===== config.mk =====
export PLATFORM = sky130hd
export DESIGN_NAME = udp_header_validator_crc32
export DESIGN_NICKNAME = d
export VERILOG_FILES = /design/src/hdl/udphv_pkg.sv /design/src/hdl/udp_header_validator_crc32.sv /design/src/hdl/udphv_cfg.sv /design/src/hdl/udphv_parser.sv
export VERILOG_INCLUDE_DIRS = /design/src /design/src/hdl
export SDC_FILE = /design/constraint.sdc
export NUM_CORES = 1
export LEC_CHECK = 0
export BUFFER_PORTS_ARGS = -buffer_cell sky130_fd_sc_hd__buf_2
export CAP_MARGIN = 10
export CORE_ASPECT_RATIO = 0.7
export CORE_MARGIN = 2
export CORE_UTILIZATION = 43
export CTS_CLUSTER_DIAMETER = 50
export DETAILED_ROUTE_END_ITERATION = 10
export GPL_TIMING_DRIVEN = 1
export PLACE_DENSITY = 0.67
export SYNTH_ARGS = -nofsm -noshare
export SYNTH_HDL_FRONTEND = slang
export SYNTH_HIERARCHICAL = 1
export SYNTH_SLANG_ARGS = --single-unit

===== constraint.sdc =====
create_clock -name i_clk -period 8.8 [get_ports i_clk]
set_clock_uncertainty 0.1 [all_clocks]
set_input_delay 1.76 -clock i_clk [delete_from_list [all_inputs] [get_ports i_clk]]
set_output_delay 1.76 -clock i_clk [all_outputs]
set_load 0.005 [all_outputs]

===== src/hdl/udp_header_validator_crc32_assert.svh =====
// assertion macros for the datagram header validator
`ifndef UDP_HEADER_VALIDATOR_CRC32_ASSERT_SVH
`define UDP_HEADER_VALIDATOR_CRC32_ASSERT_SVH

`ifndef NO_ASSERTIONS
// same-cycle implication
`define UDPHV_ASSERT_IMPLY(label, clk, rst_n, ante, cons) \
    label: assert property (@(posedge clk) disable iff (!(rst_n)) (ante) |-> (cons)) \
        else $error("udphv: same-cycle check failed");
// next-cycle implication
`define UDPHV_ASSERT_NEXT(label, clk, rst_n, ante, cons) \
    label: assert property (@(posedge clk) disable iff (!(rst_n)) (ante) |=> (cons)) \
        else $error("udphv: next-cycle check failed");
`else
`define UDPHV_ASSERT_IMPLY(label, clk, rst_n, ante, cons)
`define UDPHV_ASSERT_NEXT(label, clk, rst_n, ante, cons)
`endif

`endif


===== src/hdl/udphv_pkg.sv =====
`timescale 1ns / 1ps
// ----------------------------------------------------------------------------
// udphv_pkg
// types, constants and the crc-32 byte update for the header validator
// ----------------------------------------------------------------------------
package udphv_pkg;

    // largest datagram that is counted, and the byte counter width
    localparam int MAX_PACKET_BYTES = 2048;
    localparam int COUNT_W          = $clog2(MAX_PACKET_BYTES + 1);

    localparam logic [31:0] CRC_POLY  = 32'hEDB88320;
    localparam logic [31:0] CRC_INIT  = 32'hFFFFFFFF;
    localparam logic [15:0] VERSION_RESET = 16'd1001;
    localparam logic [16:0] LEN_EXTRA = 17'd16;
    localparam int          HDR_BYTES = 20;

    // status codes
    localparam logic [2:0] ST_OK       = 3'd0;
    localparam logic [2:0] ST_SHORT    = 3'd1;
    localparam logic [2:0] ST_MAGIC    = 3'd2;
    localparam logic [2:0] ST_VERSION  = 3'd3;
    localparam logic [2:0] ST_TRUNC    = 3'd4;
    localparam logic [2:0] ST_CRC      = 3'd5;

    // register index of expected_version
    localparam logic REG_VERSION = 1'b0;

    typedef struct packed {
        logic [7:0] rx_byte;
        logic       last_byte;
    } t_in_item;

    typedef struct packed {
        logic [2:0]  status;
        logic [31:0] client_id;
        logic [31:0] message_type;
        logic [16:0] packet_length;
    } t_out_item;

    // magic "DSUC", byte by byte
    function automatic logic [7:0] magic_byte(input logic [1:0] idx);
        logic [7:0] m;
        case (idx)
            2'd0:    m = 8'h44;
            2'd1:    m = 8'h53;
            2'd2:    m = 8'h55;
            default: m = 8'h43;
        endcase
        return m;
    endfunction

    // reflected crc-32 update over one byte
    function automatic logic [31:0] crc_byte(input logic [31:0] c, input logic [7:0] b);
        logic [31:0] r;
        r = c ^ {24'd0, b};
        for (int k = 0; k < 8; k++) begin
            r = r[0] ? ((r >> 1) ^ CRC_POLY) : (r >> 1);
        end
        return r;
    endfunction

endpackage


===== src/hdl/udp_header_validator_crc32.sv =====
`timescale 1ns / 1ps
// ----------------------------------------------------------------------------
// udp_header_validator_crc32
// checks a received datagram header and crc-32, one byte per transaction
//
//   channel  | direction | handshake              | payload
//   ---------+-----------+------------------------+-----------------------------
//   input    | in        | i_valid / o_stall      | i_data  (rx_byte, last_byte)
//   result   | out       | o_valid / i_stall      | o_data  (status, ids, length)
//   config   | in        | apb psel/penable/pready| expected_version at 0x0
//
// one byte per cycle unless a final byte waits, each held in the input register
// the crc xor network and checks settle before the next edge loads the result
// a final byte passes the input register, then the result register onto o_data
// synchronous active-low reset clears the datagram state, expected_version 1001
// only a final byte waits on a stalled result slot, and while it waits the
// input is stalled; other bytes keep flowing
// ----------------------------------------------------------------------------
`include "udp_header_validator_crc32_assert.svh"

module udp_header_validator_crc32 (
    input  logic                  i_clk,
    input  logic                  i_rst_n,
    input  logic                  i_valid,
    input  udphv_pkg::t_in_item   i_data,
    output logic                  o_stall,
    output logic                  o_valid,
    output udphv_pkg::t_out_item  o_data,
    input  logic                  i_stall,
    input  logic                  psel,
    input  logic                  penable,
    input  logic                  pwrite,
    input  logic [2:0]            paddr,
    input  logic [31:0]           pwdata,
    output logic [31:0]           prdata,
    output logic                  pready
);
    import udphv_pkg::*;

    logic       r_in_valid;
    t_in_item   r_in;
    logic       r_out_valid;
    t_out_item  r_out;

    logic       out_free;
    logic       proc_fire;
    logic       in_take;
    logic [15:0] expected_version;
    t_out_item  result;

    // configuration register
    udphv_cfg u_cfg (
        .i_clk              (i_clk),
        .i_rst_n            (i_rst_n),
        .psel               (psel),
        .penable            (penable),
        .pwrite             (pwrite),
        .paddr              (paddr),
        .pwdata             (pwdata),
        .prdata             (prdata),
        .pready             (pready),
        .o_expected_version (expected_version)
    );

    // flow control: a final byte needs a free result slot
    assign out_free  = !r_out_valid || !i_stall;
    assign proc_fire = r_in_valid && (!r_in.last_byte || out_free);
    assign in_take   = !r_in_valid || proc_fire;
    assign o_stall   = !in_take;

    // input register
    always_ff @(posedge i_clk) begin
        if (!i_rst_n) begin
            r_in_valid <= 1'b0;
        end else if (in_take) begin
            r_in_valid <= i_valid;
        end
    end

    always_ff @(posedge i_clk) begin
        if (in_take && i_valid) begin
            r_in <= i_data;
        end
    end

    // header parser and crc
    udphv_parser u_parser (
        .i_clk              (i_clk),
        .i_rst_n            (i_rst_n),
        .i_fire             (proc_fire),
        .i_item             (r_in),
        .i_expected_version (expected_version),
        .o_result           (result)
    );

    // result register
    always_ff @(posedge i_clk) begin
        if (!i_rst_n) begin
            r_out_valid <= 1'b0;
        end else if (out_free) begin
            r_out_valid <= proc_fire && r_in.last_byte;
        end
    end

    always_ff @(posedge i_clk) begin
        if (out_free && proc_fire && r_in.last_byte) begin
            r_out <= result;
        end
    end

    assign o_valid = r_out_valid;
    assign o_data  = r_out;

    // checks
    `UDPHV_ASSERT_IMPLY(a_ids_only_ok, i_clk, i_rst_n, o_valid && (o_data.status != ST_OK),
        (o_data.client_id == 32'd0) && (o_data.message_type == 32'd0))
    `UDPHV_ASSERT_IMPLY(a_status_range, i_clk, i_rst_n, o_valid, o_data.status <= ST_CRC)
    `UDPHV_ASSERT_NEXT(a_final_gives_result, i_clk, i_rst_n, proc_fire && r_in.last_byte, o_valid)
    `UDPHV_ASSERT_IMPLY(a_stall_needs_byte, i_clk, i_rst_n, o_stall, r_in_valid && r_in.last_byte)

endmodule


===== src/hdl/udphv_cfg.sv =====
`timescale 1ns / 1ps
// ----------------------------------------------------------------------------
// udphv_cfg
// apb register holding the expected protocol version
// ----------------------------------------------------------------------------
module udphv_cfg (
    input  logic        i_clk,
    input  logic        i_rst_n,
    input  logic        psel,
    input  logic        penable,
    input  logic        pwrite,
    input  logic [2:0]  paddr,
    input  logic [31:0] pwdata,
    output logic [31:0] prdata,
    output logic        pready,
    output logic [15:0] o_expected_version
);
    import udphv_pkg::*;

    logic [15:0] r_version;

    assign pready = 1'b1;

    // register write in the access phase
    always_ff @(posedge i_clk) begin
        if (!i_rst_n) begin
            r_version <= VERSION_RESET;
        end else if (psel && penable && pwrite && (paddr[2] == REG_VERSION)) begin
            r_version <= pwdata[15:0];
        end
    end

    // read back
    always_comb begin
        prdata = 32'd0;
        if (paddr[2] == REG_VERSION) begin
            prdata = {16'd0, r_version};
        end
    end

    assign o_expected_version = r_version;

endmodule


===== src/hdl/udphv_parser.sv =====
`timescale 1ns / 1ps
// ----------------------------------------------------------------------------
// udphv_parser
// per-byte header capture and crc update, status on the final byte
// ----------------------------------------------------------------------------
module udphv_parser (
    input  logic                  i_clk,
    input  logic                  i_rst_n,
    input  logic                  i_fire,
    input  udphv_pkg::t_in_item   i_item,
    input  logic [15:0]           i_expected_version,
    output udphv_pkg::t_out_item  o_result
);
    import udphv_pkg::*;

    logic [COUNT_W-1:0] r_count, n_count;
    logic [31:0]        r_crc, n_crc;
    logic               r_magic_ok, n_magic_ok;
    logic [15:0]        r_version, n_version;
    logic [15:0]        r_decl, n_decl;
    logic [31:0]        r_rx_crc, n_rx_crc;
    logic [31:0]        r_client, n_client;
    logic [31:0]        r_type, n_type;

    logic        full;
    logic [16:0] eff_len;
    logic [7:0]  b;

    assign b    = i_item.rx_byte;
    assign full = (r_count >= COUNT_W'(MAX_PACKET_BYTES));

    // field capture and crc update for the current byte
    always_comb begin
        n_count    = r_count;
        n_crc      = r_crc;
        n_magic_ok = r_magic_ok;
        n_version  = r_version;
        n_decl     = r_decl;
        n_rx_crc   = r_rx_crc;
        n_client   = r_client;
        n_type     = r_type;
        if (!full) begin
            if (r_count < COUNT_W'(4)) begin
                if (b != magic_byte(r_count[1:0])) begin
                    n_magic_ok = 1'b0;
                end
            end else if (r_count < COUNT_W'(6)) begin
                n_version[8*r_count[0] +: 8] = b;
            end else if (r_count < COUNT_W'(8)) begin
                n_decl[8*r_count[0] +: 8] = b;
            end else if (r_count < COUNT_W'(12)) begin
                n_rx_crc[8*r_count[1:0] +: 8] = b;
            end else if (r_count < COUNT_W'(16)) begin
                n_client[8*r_count[1:0] +: 8] = b;
            end else if (r_count < COUNT_W'(HDR_BYTES)) begin
                n_type[8*r_count[1:0] +: 8] = b;
            end
            // crc field bytes count as zero, bytes past the declared length plus 16 are skipped
            if ((r_count < COUNT_W'(8)) ||
                (17'(r_count) < ({1'b0, r_decl} + LEN_EXTRA))) begin
                if ((r_count >= COUNT_W'(8)) && (r_count < COUNT_W'(12))) begin
                    n_crc = crc_byte(r_crc, 8'd0);
                end else begin
                    n_crc = crc_byte(r_crc, b);
                end
            end
            n_count = r_count + COUNT_W'(1);
        end
    end

    // result for a final byte, in check order
    assign eff_len = {1'b0, n_decl} + LEN_EXTRA;

    always_comb begin
        o_result.status        = ST_OK;
        o_result.client_id     = 32'd0;
        o_result.message_type  = 32'd0;
        o_result.packet_length = 17'(n_count);
        if (n_count < COUNT_W'(HDR_BYTES)) begin
            o_result.status = ST_SHORT;
        end else if (!n_magic_ok) begin
            o_result.status = ST_MAGIC;
        end else if (n_version != i_expected_version) begin
            o_result.status = ST_VERSION;
        end else if (eff_len > 17'(n_count)) begin
            o_result.status = ST_TRUNC;
        end else begin
            o_result.packet_length = eff_len;
            if (n_rx_crc != ~n_crc) begin
                o_result.status = ST_CRC;
            end else begin
                o_result.client_id    = n_client;
                o_result.message_type = n_type;
            end
        end
    end

    // datagram state, cleared after each final byte
    always_ff @(posedge i_clk) begin
        if (!i_rst_n || (i_fire && i_item.last_byte)) begin
            r_count    <= '0;
            r_crc      <= CRC_INIT;
            r_magic_ok <= 1'b1;
            r_version  <= 16'd0;
            r_decl     <= 16'd0;
            r_rx_crc   <= 32'd0;
            r_client   <= 32'd0;
            r_type     <= 32'd0;
        end else if (i_fire) begin
            r_count    <= n_count;
            r_crc      <= n_crc;
            r_magic_ok <= n_magic_ok;
            r_version  <= n_version;
            r_decl     <= n_decl;
            r_rx_crc   <= n_rx_crc;
            r_client   <= n_client;
            r_type     <= n_type;
        end
    end

endmodule


==> metrics.txt <==
Final Max Tran Viols 0; TritonRoute pass-1 iters 5; Comb power frac 22.6%; IO Pins 170; Worst-path clk slew 0.06 ns; synthesis-stage register bit count 284; Clock Latency Late Sink 0.55 ns; first-pass GRT wire length 78400 um; P_sw 1.14 mW; Vias 14554; CP Capture Type flop; ratio of cells with drive above 1 in the final layout 15.7%; final hold viol count 0; Distinct cells, synth 87; setup_tns 0 ns; routability cong. 0.986; Placed Area 0.0181 mm^2; fraction of registers with async set or reset after synthesis 0%; hold_buf cts 0; Clk network pwr share 39.1%; vias per cell 5.68; final setup vio count 0; DR iter-0 viols 1572; clock root buffer clkbuf_16; antenna violations before repair 0; area delta synth->final 11.3%; Reg area 0.00662 mm^2; mapped cell area 0.0173 mm^2; GRT overflow 0; fin crit share 75.5%; Setup crit start kind flop; final WL 51700 um; WS Path Type reg2reg; crit path from u_parser/r_count[2]; TritonCTS clock tree yes; Hold Crit Class reg2reg; final instance area 0.0193 mm^2; HPWL Detailed 36600 um; filler instances 3783; vias in the first global route 13315; Max Cap Viol 0; Initial Util 43.7%; die height 172 um; Total Power 3.75 mW; top_reg_cell synth dfxtp_1; CTS Buffer Depth 3; final hold slack 0.350 ns; worst slew pin tran 1.21 ns; switching share of power 30.5%; # DRC 0; Cells after DPL 2493; Post-layout nets 2081; Flop pwr share 38.2%; Non-Filler Instances 2561; total track usage 24.0%; Max VDD drop 0.000120 V; final setup margin 2.16 ns; Syn Area/Cell 8.93 um^2; Cell Int Power 2.60 mW; FF-to-FF Start u_parser/r_count[2]; site row count 61; FMAX 151 MHz; Pleak 7.09 nW; core area 0.0397 mm^2; outcome finished clean; post-layout util 48.6%; post-synthesis cell count 1939; area of the multi-input gates 0.00983 mm^2; Place WS 2.35 ns; Worst slew margin 19.2%; largest net degree at the start of global routing 76; Seq/Total Area, Yosys 38.2%; CP arrival 6.91 ns; number of flops mapped to enable cells by yosys 93; Hold Crit Start u_parser/r_client[25]; Port Buffers 134; RSZ-0062 raised after global routing false; number of diodes 0; TritonCTS Buffers 37; Die Area 0.0419 mm^2; Req. time, crit path 9.07 ns; Routed wire per std cell 20.2 um; yosys warns 6; Power Density 194 mW/mm^2; clk sink count 284; fin crit period 6.64 ns; width of the chip 244 um; post-route ant nets 0; Post-CTS Setup Bufs 0; H-tree levels 2; Crit Path Max Fanout 40; post_cts resized 0
==> power groups by stage <==
stage | clock network, mW | registers [mW] | logic, mW
final | 1.47 | 1.43 | 0.847
after global routing | 1.55 | 1.43 | 0.906
after CTS | 1.49 | 1.43 | 0.830
after detailed placement | 0 | 1.46 | 0.824
after global placement | 0 | 1.46 | 0.814
after floorplan | 0 | 1.43 | 0.657
==> final timing paths <==
path                           end  slack, ns  cells past startpoint
max                     o_data[19]       2.16                     18
min          u_parser/r_client[25]       0.35                      2
max reg2reg             o_data[19]       2.16                     18
min reg2reg  u_parser/r_client[25]       0.35                      2
==> worst max-delay path, cell delays in order, from the launching register on <==
cell	delay [ns]
dfxtp_1	0.66
nor4b_1	0.53
nand4_1	0.17
buf_4	0.24
mux2i_1	0.37
inv_1	0.09
ha_1	0.23
xnor2_1	0.24
ha_1	0.29
a21o_1	0.19
a21o_1	0.17
a211oi_1	0.26
a21oi_1	0.11
o31ai_1	0.44
nand4_1	0.69
nand4b_1	0.43
buf_4	0.37
buf_4	0.56
a21oi_1	0.28
==> state kept, by name, summed over array words and instances (netlist names) <==
name,flops
u_parser/r_type,32
o_valid,1
r_in,9
u_parser/r_client,32
u_parser/r_version,16
o_data,84
u_parser/r_decl,16
u_parser/r_crc,32
r_in_valid,1
u_parser/r_magic_ok,1
u_parser/r_rx_crc,32
u_parser/r_count,12
u_cfg/o_expected_version,16
==> routing by layer <==
layer | vias up | wire length (um) | global-route usage [%]
met4 | 0 | 962 | 5.67
met2 | 653 | 21400 | 34.7
met3 | 59 | 4930 | 4.86
li1 | 6814 | - | -
met1 | 7028 | 24300 | 36.3
met5 | - | 0 | 0
==> cells by family after synthesis <==
kind of cell,after synthesis,synth area share (%)
AO/OA/AOI/OAI,352,13.0
XOR/XNOR,217,12.5
adder cells (fa/ha/maj),33,2.38
buffers and inverters,191,5.77
flip-flops,284,38.2
multiplexers,77,4.59
other,3,0.0650
AND/OR/NAND/NOR,782,23.5
==> cell usage after synthesis, drive strengths merged, types with 15 or more instances <==
cell	n	area [um^2]
a211oi	22	165
a21oi	185	971
a22oi	32	240
and2	23	144
and3	15	93.8
buf	68	532
clkbuf	93	350
dfxtp	191	3820
edfxtp	93	2790
ha	33	413
inv	28	105
mux2i	68	693
nand2	234	878
nand3	67	340
nand4	29	181
nor2	284	1490
nor2b	36	225
nor3	21	133
nor4	16	115
o211ai	28	210
o21ai	18	90.1
xnor2	142	1260
xor2	60	563
==> placed cells by master, fill, tap and decap left out, types with 17 or more instances in the layout <==
cell type,Yosys,final
nand3_1,66,66
clkbuf_16,0,38
buf_4,25,28
nor3_1,18,17
conb_1,3,22
ha_1,33,33
nand4_1,29,29
edfxtp_1,93,93
nor2b_1,36,36
nor2_1,228,228
a22oi_1,32,32
mux2i_1,67,67
a211oi_1,22,22
xnor2_1,140,140
dfxtp_1,191,191
nor2_4,56,56
xor2_1,58,58
o21ai_0,18,18
buf_2,25,134
a21oi_1,181,180
and2_1,23,22
nand2_1,234,233
inv_1,28,28
o211ai_1,28,28
==> layout make-up <==
| class | instances | share of cell area (%) |
|---|---|---|
| tap | 535 | 3.47 |
| inverter | 29 | 0.564 |
| clock inverter | 24 | 1.11 |
| sequential | 284 | 34.3 |
| clock buffer | 44 | 5.05 |
| multi-input combinational | 1483 | 50.9 |
| timing repair buffer | 162 | 4.57 |
Note: power is estimated with default switching activity, not from simulation.
